<file path="src/design/sensor_frame_check_thermostat_top_assert.svh">
// Assertion macros for the thermostat front end.
`ifndef SENSOR_FRAME_CHECK_THERMOSTAT_TOP_ASSERT_SVH
`define SENSOR_FRAME_CHECK_THERMOSTAT_TOP_ASSERT_SVH

// Consequent must hold in the same cycle as the antecedent.
`define SFCT_ASSERT_SAME(label, clk, rst_n, ante, cons) \
    label: assert property (@(posedge clk) disable iff (!rst_n) (ante) |-> (cons)) \
        else $error("sfct assertion failed");

// Consequent must hold in the cycle after the antecedent.
`define SFCT_ASSERT_NEXT(label, clk, rst_n, ante, cons) \
    label: assert property (@(posedge clk) disable iff (!rst_n) (ante) |=> (cons)) \
        else $error("sfct assertion failed");

`endif

</file>
<file path="src/design/sfct_pkg.sv">
package sfct_pkg;

    localparam int CFG_IDX_W  = 2;
    localparam int CFG_DATA_W = 15;

    localparam logic [CFG_IDX_W-1:0] CFG_IDX_BASE = 2'd0;
    localparam logic [CFG_IDX_W-1:0] CFG_IDX_STEP = 2'd1;
    localparam logic [CFG_IDX_W-1:0] CFG_IDX_HYST = 2'd2;

    localparam logic signed [14:0] BASE_RESET = 15'sd2000;
    localparam logic [7:0]         STEP_RESET = 8'd98;
    localparam logic [10:0]        HYST_RESET = 11'd100;

    localparam logic [3:0]  FRAME_LAST_POS = 4'd8;
    localparam logic [7:0]  CRC_POLY       = 8'h8C;

    // Division by ten as multiplication by ceil(2^19 / 10), exact for 16-bit operands.
    localparam logic [16:0] RECIP_TEN   = 17'd52429;
    localparam int          RECIP_SHIFT = 19;

    typedef enum logic [1:0] {
        STATUS_GOOD         = 2'd0,
        STATUS_NO_PRESENCE  = 2'd1,
        STATUS_CRC_MISMATCH = 2'd2
    } t_status;

    typedef struct packed {
        logic signed [14:0] base;
        logic [7:0]         step;
        logic [10:0]        hyst;
    } t_cfg;

    typedef struct packed {
        logic        valid;
        t_status     status;
        logic [7:0]  low_byte;
        logic [7:0]  high_byte;
        logic [15:0] knob_prod;
    } t_check;

    function automatic logic [7:0] crc8_update(input logic [7:0] crc, input logic [7:0] data);
        logic [7:0] c;
        logic       fb;
        c = crc;
        for (int k = 0; k < 8; k++) begin
            fb = c[0] ^ data[k];
            c  = {1'b0, c[7:1]};
            if (fb) begin
                c = c ^ CRC_POLY;
            end
        end
        return c;
    endfunction

    // Sixteenths of a degree expressed in hundredths, truncated.
    function automatic logic [6:0] frac_hundredths(input logic [3:0] nib);
        logic [6:0] v;
        case (nib)
            4'd0:    v = 7'd0;
            4'd1:    v = 7'd6;
            4'd2:    v = 7'd12;
            4'd3:    v = 7'd18;
            4'd4:    v = 7'd25;
            4'd5:    v = 7'd31;
            4'd6:    v = 7'd37;
            4'd7:    v = 7'd43;
            4'd8:    v = 7'd50;
            4'd9:    v = 7'd56;
            4'd10:   v = 7'd62;
            4'd11:   v = 7'd68;
            4'd12:   v = 7'd75;
            4'd13:   v = 7'd81;
            4'd14:   v = 7'd87;
            4'd15:   v = 7'd93;
            default: v = 7'd0;
        endcase
        return v;
    endfunction

endpackage

</file>
<file path="src/design/sfct_in_if.sv">
interface sfct_in_if;
    logic       valid;
    logic       ready;
    logic       mode;
    logic [7:0] data_byte;
    logic [7:0] knob;

    modport source (output valid, output mode, output data_byte, output knob, input ready);
    modport sink   (input valid, input mode, input data_byte, input knob, output ready);
endinterface

</file>
<file path="src/design/sfct_out_if.sv">
interface sfct_out_if;
    logic               valid;
    logic               ready;
    logic [1:0]         status;
    logic signed [14:0] temperature;
    logic               heater;

    modport source (output valid, output status, output temperature, output heater, input ready);
    modport sink   (input valid, input status, input temperature, input heater, output ready);
endinterface

</file>
<file path="src/design/sfct_cfg_if.sv">
interface sfct_cfg_if;
    logic                           valid;
    logic                           ready;
    logic [sfct_pkg::CFG_IDX_W-1:0]  index;
    logic [sfct_pkg::CFG_DATA_W-1:0] data;

    modport source (output valid, output index, output data, input ready);
    modport sink   (input valid, input index, input data, output ready);
endinterface

</file>
<file path="src/design/sfct_cfg_regs.sv">
module sfct_cfg_regs (
    input  logic          i_clk,
    input  logic          i_rst_n,
    sfct_cfg_if.sink      i_cfg,
    output sfct_pkg::t_cfg o_cfg
);

    sfct_pkg::t_cfg r_cfg;
    sfct_pkg::t_cfg n_cfg;

    assign i_cfg.ready = 1'b1;
    assign o_cfg       = r_cfg;

    always_comb begin
        n_cfg = r_cfg;
        if (i_cfg.valid) begin
            case (i_cfg.index)
                sfct_pkg::CFG_IDX_BASE: n_cfg.base = $signed(i_cfg.data[14:0]);
                sfct_pkg::CFG_IDX_STEP: n_cfg.step = i_cfg.data[7:0];
                sfct_pkg::CFG_IDX_HYST: n_cfg.hyst = i_cfg.data[10:0];
                default:                n_cfg      = r_cfg;
            endcase
        end
    end

    always_ff @(posedge i_clk) begin
        if (!i_rst_n) begin
            r_cfg.base <= sfct_pkg::BASE_RESET;
            r_cfg.step <= sfct_pkg::STEP_RESET;
            r_cfg.hyst <= sfct_pkg::HYST_RESET;
        end else begin
            r_cfg <= n_cfg;
        end
    end

endmodule

</file>
<file path="src/design/sfct_frame.sv">
module sfct_frame (
    input  logic            i_clk,
    input  logic            i_rst_n,
    sfct_in_if.sink         i_in,
    input  sfct_pkg::t_cfg  i_cfg,
    input  logic            i_take,
    output sfct_pkg::t_check o_check
);

    logic        r_s1_valid;
    logic        r_mode;
    logic [7:0]  r_byte;
    logic [15:0] r_prod;
    logic [3:0]  r_pos;
    logic [7:0]  r_crc;
    logic [7:0]  r_low;
    logic [7:0]  r_high;

    logic        n_s1_valid;
    logic [3:0]  n_pos;
    logic [7:0]  n_crc;
    logic [7:0]  n_low;
    logic [7:0]  n_high;

    logic        has_result;
    logic        fire;
    logic        accept;

    assign has_result = r_mode || (r_pos >= sfct_pkg::FRAME_LAST_POS);
    assign fire       = r_s1_valid && (!has_result || i_take);
    assign i_in.ready = !r_s1_valid || fire;
    assign accept     = i_in.valid && i_in.ready;

    always_comb begin
        o_check.valid     = r_s1_valid && has_result;
        o_check.low_byte  = r_low;
        o_check.high_byte = r_high;
        o_check.knob_prod = r_prod;
        if (r_mode) begin
            o_check.status = sfct_pkg::STATUS_NO_PRESENCE;
        end else if (r_byte != r_crc) begin
            o_check.status = sfct_pkg::STATUS_CRC_MISMATCH;
        end else begin
            o_check.status = sfct_pkg::STATUS_GOOD;
        end
    end

    always_comb begin
        n_s1_valid = accept || (r_s1_valid && !fire);
        n_pos      = r_pos;
        n_crc      = r_crc;
        n_low      = r_low;
        n_high     = r_high;
        if (fire) begin
            if (has_result) begin
                n_pos = '0;
                n_crc = '0;
            end else begin
                if (r_pos == 4'd0) begin
                    n_low = r_byte;
                end
                if (r_pos == 4'd1) begin
                    n_high = r_byte;
                end
                n_crc = sfct_pkg::crc8_update(r_crc, r_byte);
                n_pos = r_pos + 4'd1;
            end
        end
    end

    always_ff @(posedge i_clk) begin
        if (!i_rst_n) begin
            r_s1_valid <= 1'b0;
            r_pos      <= '0;
            r_crc      <= '0;
            r_low      <= '0;
            r_high     <= '0;
        end else begin
            r_s1_valid <= n_s1_valid;
            r_pos      <= n_pos;
            r_crc      <= n_crc;
            r_low      <= n_low;
            r_high     <= n_high;
        end
    end

    always_ff @(posedge i_clk) begin
        if (accept) begin
            r_mode <= i_in.mode;
            r_byte <= i_in.data_byte;
            r_prod <= i_in.knob * i_cfg.step;
        end
    end

endmodule

</file>
<file path="src/design/sfct_heater.sv">
module sfct_heater (
    input  logic             i_clk,
    input  logic             i_rst_n,
    input  sfct_pkg::t_cfg   i_cfg,
    input  sfct_pkg::t_check i_check,
    output logic             o_take,
    sfct_out_if.source       o_out
);

    logic               r_out_valid;
    logic [1:0]         r_status;
    logic signed [14:0] r_temp;
    logic               r_heater_out;
    logic               r_heater_on;

    logic               n_heater_on;

    logic               load;
    logic [15:0]        word;
    logic               neg;
    logic [15:0]        w_abs;
    logic [13:0]        mag;
    logic signed [14:0] temp;
    logic [32:0]        recip_prod;
    logic [12:0]        quot;
    logic signed [16:0] target;
    logic signed [16:0] lower;
    logic signed [16:0] upper;
    logic signed [16:0] temp_ext;
    logic               good;

    assign o_take = !r_out_valid || o_out.ready;
    assign load   = i_check.valid && o_take;
    assign good   = (i_check.status == sfct_pkg::STATUS_GOOD);

    always_comb begin
        word     = {i_check.high_byte, i_check.low_byte};
        neg      = i_check.high_byte[7];
        w_abs    = neg ? (~word + 16'd1) : word;
        mag      = 14'({7'd0, w_abs[10:4]} * 14'd100)
                 + {7'd0, sfct_pkg::frac_hundredths(w_abs[3:0])};
        temp     = neg ? $signed(~{1'b0, mag} + 15'd1) : $signed({1'b0, mag});
        temp_ext = {{2{temp[14]}}, temp};

        recip_prod = {17'd0, i_check.knob_prod} * {16'd0, sfct_pkg::RECIP_TEN};
        quot       = recip_prod[sfct_pkg::RECIP_SHIFT +: 13];
        target     = {{2{i_cfg.base[14]}}, i_cfg.base} + $signed({4'd0, quot});
        lower      = target - $signed({6'd0, i_cfg.hyst});
        upper      = target + $signed({6'd0, i_cfg.hyst});
    end

    always_comb begin
        n_heater_on = r_heater_on;
        if (load) begin
            if (!good) begin
                n_heater_on = 1'b0;
            end else begin
                if (temp_ext < lower) begin
                    n_heater_on = 1'b1;
                end
                if (temp_ext > upper) begin
                    n_heater_on = 1'b0;
                end
            end
        end
    end

    always_ff @(posedge i_clk) begin
        if (!i_rst_n) begin
            r_out_valid <= 1'b0;
            r_heater_on <= 1'b0;
        end else begin
            r_out_valid <= load || (r_out_valid && !o_out.ready);
            r_heater_on <= n_heater_on;
        end
    end

    always_ff @(posedge i_clk) begin
        if (load) begin
            r_status     <= i_check.status;
            r_temp       <= good ? temp : '0;
            r_heater_out <= n_heater_on;
        end
    end

    assign o_out.valid       = r_out_valid;
    assign o_out.status      = r_status;
    assign o_out.temperature = r_temp;
    assign o_out.heater      = r_heater_out;

endmodule

</file>
<file path="src/design/sensor_frame_check_thermostat_top.sv">
// Channel    Direction  Payload
// i_in       in         mode, data_byte, knob
// o_out      out        status, temperature, heater
// i_cfg      in         index, data (0 base, 1 step, 2 hysteresis)
//
// One item is accepted per cycle while the input is not stalled.
// Each byte passes an input register and the CRC logic; a completing item then goes through
// decode and setpoint logic into the output register, which holds the result until taken.
// Reset is synchronous and active low and restores the frame, heater and registers.
// Input stalls only while a completing item waits behind an untaken result.
`include "sensor_frame_check_thermostat_top_assert.svh"

module sensor_frame_check_thermostat_top (
    input  logic        i_clk,
    input  logic        i_rst_n,
    sfct_in_if.sink     i_in,
    sfct_out_if.source  o_out,
    sfct_cfg_if.sink    i_cfg
);

    sfct_pkg::t_cfg   cfg;
    sfct_pkg::t_check check;
    logic             take;

    sfct_cfg_regs u_cfg_regs (
        .i_clk   (i_clk),
        .i_rst_n (i_rst_n),
        .i_cfg   (i_cfg),
        .o_cfg   (cfg)
    );

    sfct_frame u_frame (
        .i_clk   (i_clk),
        .i_rst_n (i_rst_n),
        .i_in    (i_in),
        .i_cfg   (cfg),
        .i_take  (take),
        .o_check (check)
    );

    sfct_heater u_heater (
        .i_clk   (i_clk),
        .i_rst_n (i_rst_n),
        .i_cfg   (cfg),
        .i_check (check),
        .o_take  (take),
        .o_out   (o_out)
    );

    `SFCT_ASSERT_NEXT(a_result_lands, i_clk, i_rst_n, check.valid && take, o_out.valid)
    `SFCT_ASSERT_SAME(a_error_clears, i_clk, i_rst_n, o_out.valid && (o_out.status != 2'(sfct_pkg::STATUS_GOOD)), (o_out.temperature == '0) && !o_out.heater)
    `SFCT_ASSERT_SAME(a_stall_when_full, i_clk, i_rst_n, !i_in.ready, o_out.valid && !o_out.ready)

endmodule

</file>
<file path="src/flat_wrapper.sv">
// flat-port wrapper written by rule: the top's interface ports become plain ports
module sensor_frame_check_thermostat_top_flat 
  (i_clk, i_rst_n, i_in_valid, i_in_mode, i_in_data_byte, i_in_knob, i_in_ready, o_out_valid, o_out_status, o_out_temperature, o_out_heater, o_out_ready, i_cfg_valid, i_cfg_index, i_cfg_data, i_cfg_ready);
  sfct_in_if i_in_i ();
  sfct_out_if o_out_i ();
  sfct_cfg_if i_cfg_i ();
  input  logic i_clk;
  input  logic i_rst_n;
  input wire logic [$bits(i_in_i.valid)-1:0] i_in_valid;
  input wire logic [$bits(i_in_i.mode)-1:0] i_in_mode;
  input wire logic [$bits(i_in_i.data_byte)-1:0] i_in_data_byte;
  input wire logic [$bits(i_in_i.knob)-1:0] i_in_knob;
  output wire logic [$bits(i_in_i.ready)-1:0] i_in_ready;
  output wire logic [$bits(o_out_i.valid)-1:0] o_out_valid;
  output wire logic [$bits(o_out_i.status)-1:0] o_out_status;
  output wire logic [$bits(o_out_i.temperature)-1:0] o_out_temperature;
  output wire logic [$bits(o_out_i.heater)-1:0] o_out_heater;
  input wire logic [$bits(o_out_i.ready)-1:0] o_out_ready;
  input wire logic [$bits(i_cfg_i.valid)-1:0] i_cfg_valid;
  input wire logic [$bits(i_cfg_i.index)-1:0] i_cfg_index;
  input wire logic [$bits(i_cfg_i.data)-1:0] i_cfg_data;
  output wire logic [$bits(i_cfg_i.ready)-1:0] i_cfg_ready;
  assign i_in_i.valid = i_in_valid;
  assign i_in_i.mode = i_in_mode;
  assign i_in_i.data_byte = i_in_data_byte;
  assign i_in_i.knob = i_in_knob;
  assign i_in_ready = i_in_i.ready;
  assign o_out_valid = o_out_i.valid;
  assign o_out_status = o_out_i.status;
  assign o_out_temperature = o_out_i.temperature;
  assign o_out_heater = o_out_i.heater;
  assign o_out_i.ready = o_out_ready;
  assign i_cfg_i.valid = i_cfg_valid;
  assign i_cfg_i.index = i_cfg_index;
  assign i_cfg_i.data = i_cfg_data;
  assign i_cfg_ready = i_cfg_i.ready;
  sensor_frame_check_thermostat_top u_core (.i_clk(i_clk), .i_rst_n(i_rst_n), .i_in(i_in_i), .o_out(o_out_i), .i_cfg(i_cfg_i));
endmodule
</file>
<file path="config.mk">
export PLATFORM = sky130hd
export DESIGN_NAME = sensor_frame_check_thermostat_top_flat
export DESIGN_NICKNAME = d
export VERILOG_FILES = /design/src/design/sfct_pkg.sv /design/src/design/sfct_in_if.sv /design/src/design/sfct_out_if.sv /design/src/design/sfct_cfg_if.sv /design/src/design/sfct_cfg_regs.sv /design/src/design/sfct_frame.sv /design/src/design/sfct_heater.sv /design/src/design/sensor_frame_check_thermostat_top.sv /design/src/flat_wrapper.sv
export VERILOG_INCLUDE_DIRS = /design/src /design/src/design
export SDC_FILE = /design/constraint.sdc
export NUM_CORES = 1
export LEC_CHECK = 0
export BUFFER_PORTS_ARGS = -buffer_cell sky130_fd_sc_hd__buf_4
export CORE_AREA = 10 10 168 170
export DETAILED_ROUTE_END_ITERATION = 7
export DIE_AREA = 0 0 178 180
export GPL_TIMING_DRIVEN = 0
export HOLD_SLACK_MARGIN = 0.03
export PLACE_DENSITY = 0.77
export SLEW_MARGIN = 40
export SYNTH_ARGS = -nofsm -noshare
export SYNTH_HDL_FRONTEND = slang
export SYNTH_SLANG_ARGS = --single-unit
</file>
<file path="constraint.sdc">
create_clock -name i_clk -period 11 [get_ports i_clk]
set_clock_uncertainty 0.15 [all_clocks]
set_input_delay 2.75 -clock i_clk [delete_from_list [all_inputs] [get_ports i_clk]]
set_output_delay 2.75 -clock i_clk [all_outputs]
set_load 0.005 [all_outputs]
</file>
# After elaboration in Yosys (flattened, before gate mapping)
# Memories as Yosys holds them, arrays and structs flattened.
# Cells that the tools add are included.
# op_classes
n_mul	3
add_sub_neg	7
mux	32
n_reduce_logical	25
n_lt_le_gt_ge	3
n_eq_ne	4
bitwise_logic	19
# op_table
cell	n
$mux W8	23
$mul A16 B16 Y32 const B	1
$not A2 Y3	8
$add A16 B12 Y17	1
$gt A15 B17 Y1	1
$lt A15 B17 Y1	1
$sub A16 B12 Y17	1
$add A15 B14 Y16	1
$mul A8 B8 Y16	1
$add A15 B1 Y15 const B	1
$mux W15	1
$not A14 Y15	1
$add A14 B7 Y14	1
$mul A7 B5 Y12 const B	1
$add A11 B1 Y11 const B	1
$mux W11	1
$not A11 Y11	1
$ne A8 B8 Y1	1
$xor A1 B1 Y1	8
$logic_and A1 B1 Y1	6
$logic_or A1 B1 Y1	6
$reduce_and A2 Y1	3
$reduce_and A3 Y1	2
$logic_not A1 Y1	5
other kinds (11)	16
# totals
regBits	108
word_cells	110
out_inout_bits	21
in_bits	39
rom_bits	112
mem_count	1
# mem_list
memory	words	width	rd	rd_clocked_by_memory_dff	write_ports	line	rtl
(name not given)	16	7	1	0	0	sfct_pkg.sv:58	case (nib)

# Depth between registers and ports, before layout
# logic_depth
ltp_word	33
depth_mapped	43

# By module
# Synthesis repeated with hierarchy kept, for this count alone.
# hier_totals
cells_unflattened	1662
hier_area_um2	15072.0
# modules_own_cells
mod	seq_area_each_um2	area_per_inst_um2	instances	cells_each
sfct_heater	580.6	9420.3	1	1091
sfct_frame	1331.3	4240.3	1	428
sfct_cfg_regs	680.7	1411.4	1	143

# Least setup slack after synthesis
# OpenSTA, ideal clock, no wires.
# synth_path
kind	reg-to-reg
from	register u_core.u_frame.r_prod[1]
to	register u_core.u_heater.r_heater_on
slack_ns	1.488
setup_ns	0.059
period_less_slack_ns	9.512
stages_incl_launch_ff	40
t_arrival_ns	9.303
n_path_buf	1
t_required_ns	10.791
cell_sequence	edfxtp_1 > ha_1 > xor2_1 > ha_1 > fa_1 > fa_1 > fa_1 > inv_1 > fa_1 > inv_1 > ha_1 > a21oi_1 > o311ai_0 > a31o_2 > a21oi_1 > xnor2_1 > ha_1 > fa_1 > [4 not listed] > ha_1 > clkbuf_1 > a2111o_1 > o21ai_0 > a21oi_1 > o21bai_1 > a21oi_1 > nor4_1 > xnor2_1 > ha_1 > a21o_1 > a211oi_1 > o311ai_0 > o31ai_1 > mux2i_1 > o21a_1 > a211oi_1 > and2_1
# synth_between
elab_chain_cells	8
elab_cells_between_ends	10
# synth_lines
element	line	rtl
start: declaration	sfct_frame.sv:13	logic [15:0] r_prod;
start signal: assignment	sfct_frame.sv:91	r_prod <= i_in.knob * i_cfg.step;
$mul A16 B16 Y32 *	sfct_heater.sv:45	recip_prod = {17'd0, i_check.knob_prod} * {16'd0, sfct_pkg::RECIP_TEN};
$add A15 B14 Y16 *	sfct_heater.sv:47	target = {{2{i_cfg.base[14]}}, i_cfg.base} + $signed({4'd0, quot});
$sub A16 B12 Y17	sfct_heater.sv:48	lower = target - $signed({6'd0, i_cfg.hyst});
$lt A15 B17 Y1	sfct_heater.sv:58	if (temp_ext < lower) begin
$mux W1	sfct_heater.sv:58	
$mux W1 *	sfct_heater.sv:61	if (temp_ext > upper) begin
$mux W1 *	sfct_heater.sv:55	if (!good) begin
$mux W1 *	sfct_heater.sv:54	if (load) begin
via u_core.u_heater.n_heater_on	sfct_heater.sv:16	logic n_heater_on;
end signal: assignment	sfct_heater.sv:74	r_heater_on <= n_heater_on;
end: declaration	sfct_heater.sv:14	logic r_heater_on;
# The timed path passes the listed nets; every way through them passes the cells marked *.
# A chain may end at the register's enable or synchronous reset.

# Worst setup path after layout
# Same ends and word-level chain as after synthesis.

==> metrics.md <==
| Metric | Value |
|---|---|
| Worst min path class | `flip-flop to flip-flop` |
| Max-cap viol count | `0` |
| Number of diodes | `0` |
| Num Clock Sinks | `104` |
| Top cell type's share of synthesized area | `23.6%` |
| Hold endpoint | `u_core.u_heater.o_out.status[0]` |
| Pre-antenna DRT Iters | `5` |
| Cell count of the worst reg-to-reg path | `37` |
| Io pins | `60` |
| DR WL met2 | `16100 um` |
| Initial Utilization | `58.8%` |
| Layout cells sized above 1 | `7.29%` |
| Top_reg_cell synth | `dfxtp_1` |
| WL/cell | `16.2 um` |
| Seq/Total Area, Yosys | `17.2%` |
| Yosys warnings | `0` |
| DIE AREA | `32000 um^2` |
| Initial DRC count | `599` |
| EDFF count, synth | `43` |
| Mapped Area | `14600 um^2` |
| Top post-synthesis cells by count | `inv_1 (280), ha_1 (276), nand2_1 (127)` |
| Max Transition Viols Final | `0` |
| Slew headroom | `50.6%` |
| GP Congestion | `0.949` |
| CTS tree | `done` |
| # fillers | `2023` |
| Synthesized Nets | `2047` |
| DRC | `0` |
| Startpoint class of the critical path | `flip-flop` |
| First-pass GRT wire length | `54700 um` |
| Via/cell ratio | `5.55` |
| Tmin final | `10.38 ns` |
| Critical Path RT | `11.16 ns` |
| Vias | `11300` |
| Register area | `2510 um^2` |
| Routed length on met1 | `14800 um` |
| Most common cell in the synthesized netlist | `inv_1` |
| Synth area leader | `ha_1` |
| Final setup vio count | `0` |
| Die height | `180 um` |
| Met3 WL | `1620 um` |
| Total GRT Usage | `20.6%` |
| Nets | `2132` |
| Post-DP HPWL | `27200 um` |
| P&R area growth vs syn | `9.34%` |
| Clk Tree Root Cell | `clkbuf_16` |
| Core area | `24900 um^2` |
| Largest net degree at the start of global routing | `22` |
| Worst-Skew Late Latency | `0.37 ns` |
| Crit Reg-Reg Startpoint | `u_core.u_frame.r_prod[1]` |
| Gate Count Post-Synth | `1611` |
| CP Data Arrival Time | `10.54 ns` |
| Initial antenna violation count | `0` |
| Async SR Flop Fraction | `0%` |
| Clock buffer count from CTS | `9` |
| Top post-synthesis cells by area | `ha_1 (24%), fa_1 (17%), edfxtp_1 (8.8%)` |
| Critical path peak fanout | `7` |
| FF-to-FF End | `u_core.u_heater.r_heater_on` |
| Syn avg cell area | `9.08 um^2` |
| Num rows | `58` |
| Kind of end point of the critical path | `flip-flop` |
| CTS H-tree depth | `3` |
| Area of the multi-input gates | `11000 um^2` |
| CTS clk-pin slew, worst paths | `0.08 ns` |
| Final hold vios | `0` |
| Largest stage delay on the critical path | `0.56 ns` |
| Outcome | `finished, final reports clean` |
| Util after Layout | `64.3%` |
| Die Wd | `178 um` |
| Critical path's slowest cell | `fa_1` |
| Top Metal Used | `met4` |
| Final setup TNS | `0 ns` |
| GRT overflow | `0` |
| Tcrit/Tclk final | `94.4%` |
| CTS Hold Buffers Added | `0` |
| Synth Register Bits | `104` |
| Crit path kind | `flip-flop to flip-flop` |
| Drt total wl | `33000 um` |
| Min-delay src | `u_core.u_frame.r_mode` |
| RSZ-0062 raised after global routing | `no` |
| Max clock buf depth | `2` |
| IO buf count | `58` |
| Hold Crit Depth | `0` |
| Fmax | `0.0963 GHz` |
| Detail Route Antenna Nets | `0` |
| Worst Tran Pin Value | `0.739 ns` |
| R2R Setup Slk | `0.62 ns` |
| Number of global-route vias before repair | `11500` |
| Synth cell types | `68` |
[logic make-up after synthesis]
group                      count (synthesis)  synth area share, %
and+or+nand+nor                          380                 13.1
xor gates and xnor gates                 134                 8.12
other                                      1               0.0256
buffers and inverters                    309                 7.95
DFF                                      104                 17.2
adders and majority gates                397                 40.2
AOI/OAI and AO/OA                        270                 12.4
muxes                                     16                 1.09
[repair_timing]
item / 4_1_cts / 5_1_grt
gates cloned: 0 / 0
endpoints found under the hold margin: 0 / 0
endpoints found under the setup margin: 2 / 2
pin swaps: 0 / 2
setup buffers: 0 / 13
gates resized for setup: 2 / 9
[state kept, by name (all words and copies together), names as in the netlist]
register and cells:
u_core.u_frame.r_high 4, u_core.u_frame.r_crc 8, u_core.u_heater.o_out.status 2, u_core.u_heater.o_out.valid 1, u_core.u_frame.r_pos 4, u_core.u_frame.r_low 8, u_core.u_frame.r_mode 1, u_core.u_frame.r_s1_valid 1
u_core.u_heater.o_out.heater 1, u_core.u_cfg_regs.o_cfg 34, u_core.u_frame.r_byte 8, u_core.u_heater.r_heater_on 1, u_core.u_frame.r_prod 16, u_core.u_heater.o_out.temperature 15
[placed cells by master, fill, tap and decap left out, types with 4 or more instances in the layout]
| cell | n |
|---|---|
| nand3_1 | 37 |
| nor3_1 | 12 |
| edfxtp_1 | 43 |
| o211ai_1 | 9 |
| nand2b_1 | 14 |
| buf_4 | 72 |
| or3_1 | 5 |
| and2_1 | 51 |
| ha_1 | 273 |
| and3b_1 | 8 |
| a211oi_1 | 8 |
| inv_1 | 280 |
| clkbuf_16 | 9 |
| nor2b_1 | 27 |
| nand2_1 | 127 |
| nor2_1 | 59 |
| nor3b_1 | 5 |
| or2_2 | 4 |
| clkbuf_1 | 28 |
| a221oi_1 | 6 |
| mux2i_1 | 16 |
| a21oi_1 | 60 |
| o21a_1 | 12 |
| o21ai_0 | 42 |
| xnor2_1 | 89 |
| a31o_2 | 5 |
| a21o_1 | 30 |
| xor2_1 | 41 |
| a21boi_0 | 33 |
| nand4_1 | 9 |
| o31ai_1 | 5 |
| a22oi_1 | 10 |
| dfxtp_1 | 61 |
| a31oi_1 | 4 |
| fa_1 | 121 |
| o21bai_1 | 11 |
[routing by layer]
metal,GRT usage [%],vias up
li1,-,5548
met1,27.1,5425
met4,4.80,0
met3,2.91,44
met2,34.7,251
met5,0,-
[metrics by stage]
step           hold slack (ns)  cell area (um^2)  worst slack [ns]  cells
2_1_floorplan            0.292             14600              1.49   1611
3_3_place_gp             0.304             15500             0.185   1999
3_5_place_dp             0.314             15500            0.0876   2002
4_1_cts                  0.322             15800             0.100   2018
5_1_grt                  0.348             16000            0.0749   2031
6_report                 0.324             16000             0.620   2031
[worst max-delay path: cells and delay by family, from the launching register on]
kind | cells | cell delay, ns
adder cells (fa/ha/maj) | 11 | 4.35
AO/OA/AOI/OAI | 16 | 3.81
XOR/XNOR | 4 | 0.69
flip-flops | 1 | 0.47
AND/OR/NAND/NOR | 2 | 0.45
buffers and inverters | 3 | 0.29
multiplexers | 1 | 0.11
[layout make-up]
type,instances,area share (%)
Multi-Input combinational cell,1198,69.0
Sequential cell,104,15.7
Inverter,280,6.57
Timing Repair Buffer,74,3.55
Tap cell,330,2.58
Clock buffer,9,1.41
Buffer,29,0.704
Clock inverter,7,0.508
[worst max-delay path by stage]
stage,depth (start not counted),end,start
global route,39,u_core.u_heater.r_heater_on,u_core.u_frame.r_prod[1]
CTS,39,u_core.u_heater.r_heater_on,u_core.u_frame.r_prod[1]
global placement,40,u_core.u_heater.r_heater_on,u_core.u_frame.r_prod[5]
floorplan,39,u_core.u_heater.r_heater_on,u_core.u_frame.r_prod[1]
finish,37,u_core.u_heater.r_heater_on,u_core.u_frame.r_prod[1]
detailed placement,40,u_core.u_heater.r_heater_on,u_core.u_frame.r_prod[4]
Power is left out: the tool's default activity adds up to more than one toggle a clock period on the data nets, which glitch-free logic cannot reach.
